==> config.mk <==
export PLATFORM = sky130hd
export DESIGN_NAME = touch_event_packer_unit
export DESIGN_NICKNAME = d
export VERILOG_FILES = /design/src/hdl/tep_pkg.sv /design/src/hdl/tep_event_table.sv /design/src/hdl/touch_event_packer_unit.sv
export SDC_FILE = /design/constraint.sdc
export NUM_CORES = 2
export LEC_CHECK = 0
export BUFFER_PORTS_ARGS = -buffer_cell sky130_fd_sc_hd__buf_4
export CAP_MARGIN = 10
export CORE_MARGIN = 2
export CORE_UTILIZATION = 57
export DETAILED_ROUTE_END_ITERATION = 16
export PLACE_DENSITY = 0.85
export SYNTH_ARGS = -nofsm -noshare
export SYNTH_HDL_FRONTEND = slang
export SYNTH_SLANG_ARGS = --single-unit
==> constraint.sdc <==
create_clock -name clock -period 11.7 [get_ports clock]
set_input_delay 1.755 -clock clock [delete_from_list [all_inputs] [get_ports clock]]
set_output_delay 1.755 -clock clock [all_outputs]
set_load 0.005 [all_outputs]
==> src/hdl/tep_pkg.sv <==
package tep_pkg;

   typedef struct packed {
      logic [1:0]          command;
      logic signed [15:0]  finger_number;
      logic signed [23:0]  x_position;
      logic signed [23:0]  y_position;
      logic [47:0]         time_ms;
   } req_type;

   typedef struct packed {
      logic [63:0] packed_word;
      logic [5:0]  slot;
      logic [17:0] sequence_res;
   } rsp_type;

   typedef struct packed {
      logic [15:0] qx;
      logic [15:0] qy;
      logic [47:0] when_ms;
   } entry_type;

   typedef struct packed {
      logic rd_en;
      logic wr_en;
   } tbl_ctrl_type;

   localparam logic [1:0]  CMD_DOWN    = 2'd0;
   localparam logic [1:0]  CMD_MOVE    = 2'd1;
   localparam logic [1:0]  CMD_UP      = 2'd2;
   localparam logic [1:0]  CMD_INVALID = 2'd3;

   localparam logic        REG_EPOCH  = 1'b0;
   localparam logic        REG_WINDOW = 1'b1;

   localparam logic [7:0]  EPOCH_RESET  = 8'd1;
   localparam logic [15:0] WINDOW_RESET = 16'd20;
   localparam logic [17:0] SEQ_MAX      = 18'h3FFFF;

   localparam logic [16:0] Q_ONE  = 17'd65536;
   localparam logic [16:0] Q_HALF = 17'd32768;

   // floor((c*65535+32768)/65536) over 0..1.0 is c, less one above one half
   function automatic logic [15:0] quantize(input logic signed [23:0] raw);
      logic [16:0] c;
      logic [16:0] q;
      if (raw < 0) begin
         c = 17'd0;
      end else if (raw > 24'sd65536) begin
         c = Q_ONE;
      end else begin
         c = raw[16:0];
      end
      q = (c > Q_HALF) ? c - 17'd1 : c;
      return q[15:0];
   endfunction

endpackage

==> src/hdl/tep_event_table.sv <==
module tep_event_table #(
   parameter int DEPTH = 48
) (
   input  logic                     clock,
   input  logic                     reset,
   input  tep_pkg::tbl_ctrl_type    ctrl,
   input  logic [$clog2(DEPTH)-1:0] rd_idx,
   input  logic [$clog2(DEPTH)-1:0] look_idx,
   input  logic [$clog2(DEPTH)-1:0] wr_idx,
   input  tep_pkg::entry_type       wr_data,
   output tep_pkg::entry_type       entry
);

   localparam int IDX_W = $clog2(DEPTH);

   tep_pkg::entry_type mem [DEPTH];
   tep_pkg::entry_type rd_data_ff;
   logic [DEPTH-1:0]   valid_ff;
   logic               fwd_valid_ff;
   logic [IDX_W-1:0]   fwd_idx_ff;
   tep_pkg::entry_type fwd_data_ff;

   always_ff @(posedge clock) begin
      if (ctrl.wr_en) begin
         mem[wr_idx] <= wr_data;
      end
      if (ctrl.rd_en) begin
         rd_data_ff <= mem[rd_idx];
      end
   end

   always_ff @(posedge clock) begin
      if (reset) begin
         valid_ff     <= '0;
         fwd_valid_ff <= 1'b0;
      end else if (ctrl.wr_en) begin
         valid_ff[wr_idx] <= 1'b1;
         fwd_valid_ff     <= 1'b1;
      end
   end

   always_ff @(posedge clock) begin
      if (ctrl.wr_en) begin
         fwd_idx_ff  <= wr_idx;
         fwd_data_ff <= wr_data;
      end
   end

   // last write bypasses the registered read, which may predate it
   always_comb begin
      if (!valid_ff[look_idx]) begin
         entry = '0;
      end else if (fwd_valid_ff && fwd_idx_ff == look_idx) begin
         entry = fwd_data_ff;
      end else begin
         entry = rd_data_ff;
      end
   end

endmodule

==> src/hdl/touch_event_packer_unit.sv <==
// Touch event packer.
// Input channel req_: one touch event per word (action, finger, x, y, time).
// Result channel rsp_: packed 64-bit notification word, slot and sequence.
// Both channels move a word when valid is high and stall is low.
// Action 3 and repeats of the last event of the same action and finger
// (same quantised position, within the window) give no result word.
// Throughput: one event per cycle while req_stall is low. Results are
// registered on rsp_ after the input register and the compare stage, the
// path being a 3*FINGER_COUNT entry last-event table read, then update.
// An output register parts the two sides, so a new event is taken while
// a result waits; req_stall rises only when a result is held by rsp_stall
// and the event in the compare stage would publish.
// csr_: APB-style port, epoch at 0x0, dedupe window in ms at 0x4.
// Reset (synchronous) clears the table valid bits at once, the sequence to
// zero, epoch to 1 and the window to 20; events are taken straight after.
module touch_event_packer_unit #(
   parameter int SLOT_COUNT   = 64,
   parameter int FINGER_COUNT = 16
) (
   input  logic             clock,
   input  logic             reset,
   input  logic             req_valid,
   output logic             req_stall,
   input  tep_pkg::req_type req_word,
   output logic             rsp_valid,
   input  logic             rsp_stall,
   output tep_pkg::rsp_type rsp_word,
   input  logic             csr_psel,
   input  logic             csr_penable,
   input  logic             csr_pwrite,
   input  logic [2:0]       csr_paddr,
   input  logic [31:0]      csr_pwdata,
   output logic [31:0]      csr_prdata,
   output logic             csr_pready
);

   localparam int DEPTH = 3 * FINGER_COUNT;
   localparam int IDX_W = $clog2(DEPTH);

   logic [7:0]  epoch_ff;
   logic [15:0] window_ff;

   logic             a_valid_ff;
   logic [1:0]       a_cmd_ff;
   logic [3:0]       a_finger_ff;
   logic [15:0]      a_qx_ff;
   logic [15:0]      a_qy_ff;
   logic [47:0]      a_time_ff;
   logic [IDX_W-1:0] a_idx_ff;

   logic [17:0]      seq_ff;
   logic [17:0]      seq_in;
   logic [5:0]       slot_ff;
   logic [5:0]       slot_in;
   logic             rsp_valid_ff;
   tep_pkg::rsp_type rsp_word_ff;

   logic [3:0]            finger;
   logic [IDX_W-1:0]      idx;
   logic                  accept;
   tep_pkg::entry_type    entry;
   tep_pkg::entry_type    wr_data;
   tep_pkg::tbl_ctrl_type ctrl;
   logic [47:0]           age;
   logic                  repeat_hit;
   logic                  publish;
   logic                  out_free;
   logic                  a_advance;

   // configuration
   assign csr_pready = 1'b1;

   always_ff @(posedge clock) begin
      if (reset) begin
         epoch_ff  <= tep_pkg::EPOCH_RESET;
         window_ff <= tep_pkg::WINDOW_RESET;
      end else if (csr_psel && csr_penable && csr_pwrite) begin
         unique case (csr_paddr[2])
            tep_pkg::REG_EPOCH: begin
               epoch_ff <= (csr_pwdata[7:0] == 8'd0) ? 8'd1 : csr_pwdata[7:0];
            end
            tep_pkg::REG_WINDOW: begin
               window_ff <= csr_pwdata[15:0];
            end
            default: begin
            end
         endcase
      end
   end

   always_comb begin
      unique case (csr_paddr[2])
         tep_pkg::REG_EPOCH:  csr_prdata = {24'd0, epoch_ff};
         tep_pkg::REG_WINDOW: csr_prdata = {16'd0, window_ff};
         default:             csr_prdata = 32'd0;
      endcase
   end

   // input side: clamp finger, form table index
   always_comb begin
      if (req_word.finger_number < 0) begin
         finger = 4'd0;
      end else if (req_word.finger_number > 16'(FINGER_COUNT - 1)) begin
         finger = 4'(FINGER_COUNT - 1);
      end else begin
         finger = req_word.finger_number[3:0];
      end
      if (req_word.command == tep_pkg::CMD_INVALID) begin
         idx = '0;
      end else begin
         idx = IDX_W'(req_word.command) * IDX_W'(FINGER_COUNT) + IDX_W'(finger);
      end
   end

   assign accept = req_valid && !req_stall;

   always_ff @(posedge clock) begin
      if (reset) begin
         a_valid_ff <= 1'b0;
      end else if (accept) begin
         a_valid_ff <= 1'b1;
      end else if (a_advance) begin
         a_valid_ff <= 1'b0;
      end
   end

   always_ff @(posedge clock) begin
      if (accept) begin
         a_cmd_ff    <= req_word.command;
         a_finger_ff <= finger;
         a_qx_ff     <= tep_pkg::quantize(req_word.x_position);
         a_qy_ff     <= tep_pkg::quantize(req_word.y_position);
         a_time_ff   <= req_word.time_ms;
         a_idx_ff    <= idx;
      end
   end

   // compare stage
   assign age = a_time_ff - entry.when_ms;
   assign repeat_hit = entry.qx == a_qx_ff && entry.qy == a_qy_ff &&
                       a_time_ff >= entry.when_ms && age <= {32'd0, window_ff};
   assign publish   = a_valid_ff && a_cmd_ff != tep_pkg::CMD_INVALID && !repeat_hit;
   assign out_free  = !rsp_valid_ff || !rsp_stall;
   assign a_advance = a_valid_ff && (out_free || !publish);
   assign req_stall = a_valid_ff && !a_advance;

   assign ctrl.rd_en = accept;
   assign ctrl.wr_en = publish && out_free;

   assign wr_data.qx      = a_qx_ff;
   assign wr_data.qy      = a_qy_ff;
   assign wr_data.when_ms = a_time_ff;

   tep_event_table #(
      .DEPTH (DEPTH)
   ) u_table (
      .clock    (clock),
      .reset    (reset),
      .ctrl     (ctrl),
      .rd_idx   (idx),
      .look_idx (a_idx_ff),
      .wr_idx   (a_idx_ff),
      .wr_data  (wr_data),
      .entry    (entry)
   );

   // sequence wraps to 1; slot follows it modulo SLOT_COUNT
   always_comb begin
      seq_in = (seq_ff == tep_pkg::SEQ_MAX) ? 18'd1 : seq_ff + 18'd1;
      if (seq_in == 18'd1) begin
         slot_in = 6'(1 % SLOT_COUNT);
      end else if (slot_ff == 6'(SLOT_COUNT - 1)) begin
         slot_in = 6'd0;
      end else begin
         slot_in = slot_ff + 6'd1;
      end
   end

   always_ff @(posedge clock) begin
      if (reset) begin
         seq_ff       <= 18'd0;
         slot_ff      <= 6'd0;
         rsp_valid_ff <= 1'b0;
      end else if (ctrl.wr_en) begin
         seq_ff       <= seq_in;
         slot_ff      <= slot_in;
         rsp_valid_ff <= 1'b1;
      end else if (!rsp_stall) begin
         rsp_valid_ff <= 1'b0;
      end
   end

   always_ff @(posedge clock) begin
      if (ctrl.wr_en) begin
         rsp_word_ff.packed_word  <= {epoch_ff, seq_in, a_qy_ff, a_qx_ff,
                                      a_finger_ff, a_cmd_ff};
         rsp_word_ff.slot         <= slot_in;
         rsp_word_ff.sequence_res <= seq_in;
      end
   end

   assign rsp_valid = rsp_valid_ff;
   assign rsp_word  = rsp_word_ff;

endmodule

# ---- Word-level counts from Yosys, hierarchy flattened
# Memory sizes are Yosys's and may differ from the RTL's. A register that Yosys moved wholly into a read port is not among the register bits.
# Cells that the tools add are included.
dict set report totals {
  ff_bits 365
  ramBits 3840
  inputBits 156
  n_memories 1
}
# name words width read_ports rd_ports_with_merged_regs write_ports line
set memory_table {}
lappend memory_table {u_table.mem 48 80 1 1 1 tep_event_table.sv:16} ;# tep_pkg::entry_type mem [DEPTH];
dict set report classes {
  n_addsub 6
  order_cmp 12
  eq_ne 9
  muxes 28
  bitwise 2
  n_reduce_logical 25
}
# cell n
set ops {}
lappend ops {{80-bit 2-to-1 mux} 2}
lappend ops {{17-bit 2-to-1 mux} 6}
lappend ops {{32-bit case mux with 2 select lines} 1}
lappend ops {{48-bit greater-or-equal comparator} 1}
lappend ops {{24-bit by 18-bit > comparator with 1-bit output, second input constant} 2}
lappend ops {{48-bit by 16-bit less-or-equal comparator with 1-bit output} 1}
lappend ops {{24-bit by 1-bit < comparator with 1-bit output, second input constant} 2}
lappend ops {{48-bit bitwise OR} 1}
lappend ops {{48-bit subtractor} 1}
lappend ops {{17-bit by 16-bit > comparator with 1-bit output, second input constant} 2}
lappend ops {{16-bit equality test} 2}
lappend ops {{16-bit 2-to-1 mux} 2}
lappend ops {{16-bit by 1-bit subtractor with 16-bit output, second input constant} 2}
lappend ops {{18-bit by 1-bit adder with 18-bit output, second input constant} 1}
lappend ops {{18-bit by 1-bit equality test with 1-bit output, second input constant} 1}
lappend ops {{18-bit equality test, second input constant} 1}
lappend ops {{18-bit 2-to-1 mux} 1}
lappend ops {{6-bit 2-to-1 mux} 3}
lappend ops {{16-bit by 5-bit > comparator with 1-bit output, second input constant} 1}
lappend ops {{16-bit by 1-bit < comparator with 1-bit output, second input constant} 1}
lappend ops {{1-bit logical AND} 13}
lappend ops {{8-bit logical NOT} 1}
lappend ops {{1-bit 2-to-1 mux} 8}
lappend ops {{4-bit 2-to-1 mux} 2}
lappend ops {{17 further kinds} 24}

# ---- Logic depth before layout (Yosys ltp)
dict set report logic_depth {
  ltp_word 20
  mapped_depth 36
  ltp_nobuf 27
}

# ---- Cells and area by module
# From an unflattened synthesis, not the netlist that was laid out.
dict set report hier_totals {
  hier_cells 7930
  hier_area_um2 166287.0
}
# module n_inst cells_per_inst area_each_um2 seq_area_each_um2
set modules_own_cells {}
lappend modules_own_cells {tep_event_table 1 6533 153131.9 121276.3}
lappend modules_own_cells {touch_event_packer_unit 1 1397 13155.1 5865.6}

# ---- Least setup slack after synthesis
# Ideal clock, no wire load.
dict set report synth_timing {
  path_type {register -> register}
  from {reg a_idx_ff[0]}
  to {mem u_table.mem[19][0] (netlist name), enable pin}
  arrival_ns 11.104
  slack_ns -0.021
  stages_incl_launch_ff 33
  path_buffers 8
  period_less_slack_ns 11.721
  path_cell_list {edfxtp_1 buf_6 buf_6 xnor2_1 and4_1 nand2_2 buf_4 buf_4 clkbuf_1 clkbuf_1 nand2_1 a21oi_1 ha_1 inv_1 fa_1 a21o_1 a221oi_1 o21ai_0 nor2_1 xnor2_1 ha_1 and4_1 nand4_1 o21ai_0 o31a_1 a31oi_1 nand4b_1 nor4_4 nand4b_4 nand2_2 buf_6 buf_6 nor3_1}
}
dict set report synth_between {
  elab_chain_len 13
}
# element line
set synth_rtl {}
lappend synth_rtl {{start, declared} touch_event_packer_unit.sv:49} ;# logic [IDX_W-1:0] a_idx_ff;
lappend synth_rtl {{start signal, assigned} touch_event_packer_unit.sv:134} ;# a_idx_ff <= idx;
lappend synth_rtl {{parallel branches: the longest is 13 deep, another holds 48-bit subtractor} n/a}
lappend synth_rtl {{end, declared} tep_event_table.sv:16}
# Several ways; the timed one is not identified. The select of a mux whose other input is x is not followed.

# ---- Final worst setup path
dict set report layout_timing {
  from {reg a_idx_ff[0]}
  to {out req_stall}
}
dict set report layout_between {
  elab_chain_len 15
}
# element line
set layout_rtl {}
lappend layout_rtl {{parallel branches: the longest is 3 deep, another holds 1-bit binary-select mux with 6-bit select} n/a}
lappend layout_rtl {{80-bit 2-to-1 mux (*)} tep_event_table.sv:51} ;# if (!valid_ff[look_idx]) begin
lappend layout_rtl {{parallel branches: the longest is 3 deep, another holds 48-bit subtractor} n/a}
lappend layout_rtl {{1-bit logical AND (*)} touch_event_packer_unit.sv:141} ;# a_time_ff >= entry.when_ms && age <= {32'd0, window_ff};
lappend layout_rtl {{1-bit logical NOT (*)} touch_event_packer_unit.sv:142} ;# assign publish = a_valid_ff && a_cmd_ff != tep_pkg::CMD_INVALID && !repeat_hit;
lappend layout_rtl {{1-bit logical AND (*)} touch_event_packer_unit.sv:142}
lappend layout_rtl {{1-bit logical NOT (*)} touch_event_packer_unit.sv:144} ;# assign a_advance = a_valid_ff && (out_free || !publish);
lappend layout_rtl {{1-bit logical OR (*)} touch_event_packer_unit.sv:144}
lappend layout_rtl {{1-bit logical AND (*)} touch_event_packer_unit.sv:144}
lappend layout_rtl {{1-bit logical NOT (*)} touch_event_packer_unit.sv:145} ;# assign req_stall = a_valid_ff && !a_advance;
lappend layout_rtl {{1-bit logical AND (*)} touch_event_packer_unit.sv:145}
lappend layout_rtl {{end, declared} touch_event_packer_unit.sv:23} ;# output logic req_stall,
# Mark *: on every way between the ends. The select of a mux whose other input is x is not followed.

==> out/metrics.cfg <==
[sta]
worst_slew_pin_slew_ns = 1.361
fin_skew_ns = 0.1118
setup_viol = 0
fmax_mhz = 91.40
finalCritPeriodShare_pct = 93.52
final_hold_viol_count = 0
fin_crit_ns = 10.94
rsz0062_at_grt = no
whs_ns = 0.4163
max-slew-margin-rel_pct = 8.783
slew_viol_final = 0

[layout]
nFillCells = 18880
fin_nets = 10910
instances_no_fill = 14960
ff_latch_area_um2 = 126200
final_common_cell = edfxtp_1
multi_input_area_um2 = 39320
final_cell_mix = edfxtp_1 (4136), mux2i_1 (1002), o221ai_1 (964), o211ai_1 (813), o21ai_0 (656)
final_util_pct = 63.55
synthToLayoutAreaGrowth_pct = 11.16
drive_gt1_share_pct = 10.89

[routing]
drc_errors = 0
totalWireLength_um = 477300
drt_iter0_markers = 18740
drt-wirelength-per-cell_um = 31.91
dr.pass1.iters = 9
routed_via_density = 7.162
postRouteAntennaNets = 0
via_count = 107100

[die]
dieArea_um2 = 301300
ios = 279
dieHeight_um = 548.9
dieWidth_um = 548.9
start_util_pct = 57.17
num_rows = 200
coreArea_um2 = 296000

[clocking]
cts_sinks = 4235
cts_buffer_depth = 4
clkTransAtPathRegs_ns = 0.06
clock_latency_ns = 1.04
post_cts_buffers = 0
cts_resized = 0
clock-root-buffer = clkbuf_16
cts_tree = built
htreeDepth = 5
cts-hold-fix-buffers = 0
cts_buffers = 406

[critical_path]
crit_type = flip-flop to primary output
r2r_slack_ns = 1.41
worstPathRequired_ns = 9.95
critPathCaptureType = primary output
r2r-end = u_table.mem[18][24]$_DFFE_PP_
reg2reg_from = a_idx_ff[0]$_DFFE_PP_
startpoint_type = flip-flop
crit_fanout = 39
r2r_cells = 28
critical_path_arrival_ns = 9.19

[synth]
synthArstFlopShare_pct = 0
synth-edff-count = 4136
synthCells = 10620
ys_ff_latch = 4235
synth_ff_type = edfxtp_1
avgSynthCellArea_um2 = 15.94
synth_cell_type_count = 82
seq_area_frac_synth_pct = 74.56
syn-cell-area_um2 = 169200
ys_warn_count = 0

[placement]
gp_routability_congestion = 0.9141
dp_hpwl_um = 252800
dp_cells = 14210
io_buffers = 243

[worst_hold_path]
min_to = rsp_word[26]$_DFFE_PN_
hold_path_startpoint = a_finger_ff[0]$_DFFE_PP_
whs_path_depth = 0
hp-class = flip-flop to flip-flop

[power_and_ir_drop]
finalPower_mw = 31.69
power.density_nw_per_um2 = 168.4
max-vdd-ir-drop_v = 0.0001299
p_leak_nw = 58.76

[global_routing]
grt-ovfl-total = 0
grt_pass1_wl_um = 688700
grt_max_degree = 172
first_global_vias = 105800
antenna_found_initial = 21
grt_usage_pct = 30.83

[outcome]
outcome = finished clean

[flow_run]
drv_cap = 0

## metrics by stage
| step | cell area, µm² | setup WS, ns | setup TNS (ns) |
|---|---|---|---|
| 2_1_floorplan | 169300 | -0.02081 | -40.61 |
| 3_3_place_gp | 175400 | 1.625 | 0 |
| 3_5_place_dp | 175400 | 1.570 | 0 |
| 4_1_cts | 188100 | 0.7816 | 0 |
| 5_1_grt | 188100 | 0.2733 | 0 |
| 6_report | 188100 | 0.7587 | 0 |
## metal layers
layer / share of wire [%] / global-route usage, %
met5: 0.018 / 0
met4: 6.5 / 17.99
met3: 13 / 7.135
met2: 46 / 48.72
met1: 34 / 39.31
## critical path, stage by stage, from the launching register on
cell,delay (ns)
edfxtp_1,0.98
mux4_2,0.61
mux2_2,0.27
nand3b_1,0.09
o21ai_1,0.10
nor4_4,0.63
buf_4,0.29
buf_4,0.41
a21o_1,0.14
ha_1,0.23
and4_1,0.28
nand3_1,0.11
o21bai_1,0.52
a21oi_1,0.30
xnor2_1,0.27
ha_1,0.28
and4_1,0.20
a221oi_1,0.27
o21ai_0,0.13
o31a_1,0.16
a31oi_1,0.19
nand4b_1,0.17
nor4_4,0.38
nand4b_4,0.50
nand3_1,0.39
nor2_1,0.08
buf_4,0.14
## sequential cells by signal, indices dropped and copies added (netlist names), 18 cells and up
| register | cells |
|---|---|
| u_table.mem | 3840 |
| u_table.fwd_data_ff | 48 |
| u_table.rd_data_ff | 80 |
| rsp_word | 70 |
| seq_ff | 18 |
| u_table.valid_ff | 48 |
| a_time_ff | 48 |
## worst max-delay path by stage
stage | depth (start not counted) | start | slack [ns] | to
after floorplan | 32 | a_idx_ff[0]$_DFFE_PP_ | -0.02 | u_table.mem[19][0]$_DFFE_PP_
after global placement | 29 | a_idx_ff[0]$_DFFE_PP_ | 1.62 | u_table.mem[19][27]$_DFFE_PP_
after detailed placement | 28 | a_idx_ff[0]$_DFFE_PP_ | 1.57 | u_table.mem[18][27]$_DFFE_PP_
after CTS | 26 | a_idx_ff[0]$_DFFE_PP_ | 0.78 | req_stall
after global routing | 26 | a_idx_ff[0]$_DFFE_PP_ | 0.27 | req_stall
final | 26 | a_idx_ff[0]$_DFFE_PP_ | 0.76 | req_stall
## cell usage after synthesis, drive strengths merged, types with 9 or more instances
master | n | area share [%]
o32ai | 54 | 0.28
nand2b | 15 | 0.055
xnor2 | 38 | 0.20
nor3 | 89 | 0.26
or3 | 22 | 0.081
o221ai | 964 | 5.0
a31oi | 89 | 0.33
a21oi | 313 | 0.93
nor4 | 19 | 0.097
clkbuf | 726 | 1.6
o22ai | 9 | 0.033
buf | 189 | 0.62
o211ai | 813 | 3.6
and3 | 13 | 0.048
a22oi | 10 | 0.044
nor2b | 22 | 0.081
a21o | 61 | 0.27
o21a | 14 | 0.062
o21ai | 662 | 2.0
and2 | 9 | 0.033
edfxtp | 4136 | 73
mux2 | 10 | 0.067
inv | 89 | 0.20
dfxtp | 99 | 1.2
nand4 | 29 | 0.11
nor2 | 179 | 0.40
ha | 68 | 0.50
nand3 | 282 | 0.84
mux2i | 1002 | 5.9
xor2 | 35 | 0.18
a311oi | 10 | 0.052
nand2 | 435 | 0.97
## cell families (layout without fill, tap and decap cells)
logic type                 Yosys count  after routing  synth area share [%]
AOI/OAI and AO/OA                 3061           3061                 12.87
other                                2             27              0.004437
muxes                             1018           1018                 6.073
buffers and inverters             1005           1380                 2.434
adders and majority gates           69             69                0.5145
xor gates and xnor gates            73             73                0.3778
and+or+nand+nor                   1154           1154                 3.172
DFF                               4235           4235                 74.56
## power by group
part           switching [mW]  leakage (nW)  internal (mW)
Clock                    5.70          6.16           6.96
Sequential             0.0564          38.1           16.8
Combinational            1.57          14.5          0.619
## cell type report
class / instances / area share [%]
clock buffers: 521 / 5.678
flip-flops and latches: 4235 / 67.07
diodes: 10 / 0.01330
multi-input cells: 5392 / 20.90
well taps: 3939 / 2.620
clock inverters: 211 / 1.094
repair buffers: 558 / 2.435
inverters: 90 / 0.1929
Note: power is estimated with default switching activity, not from simulation.
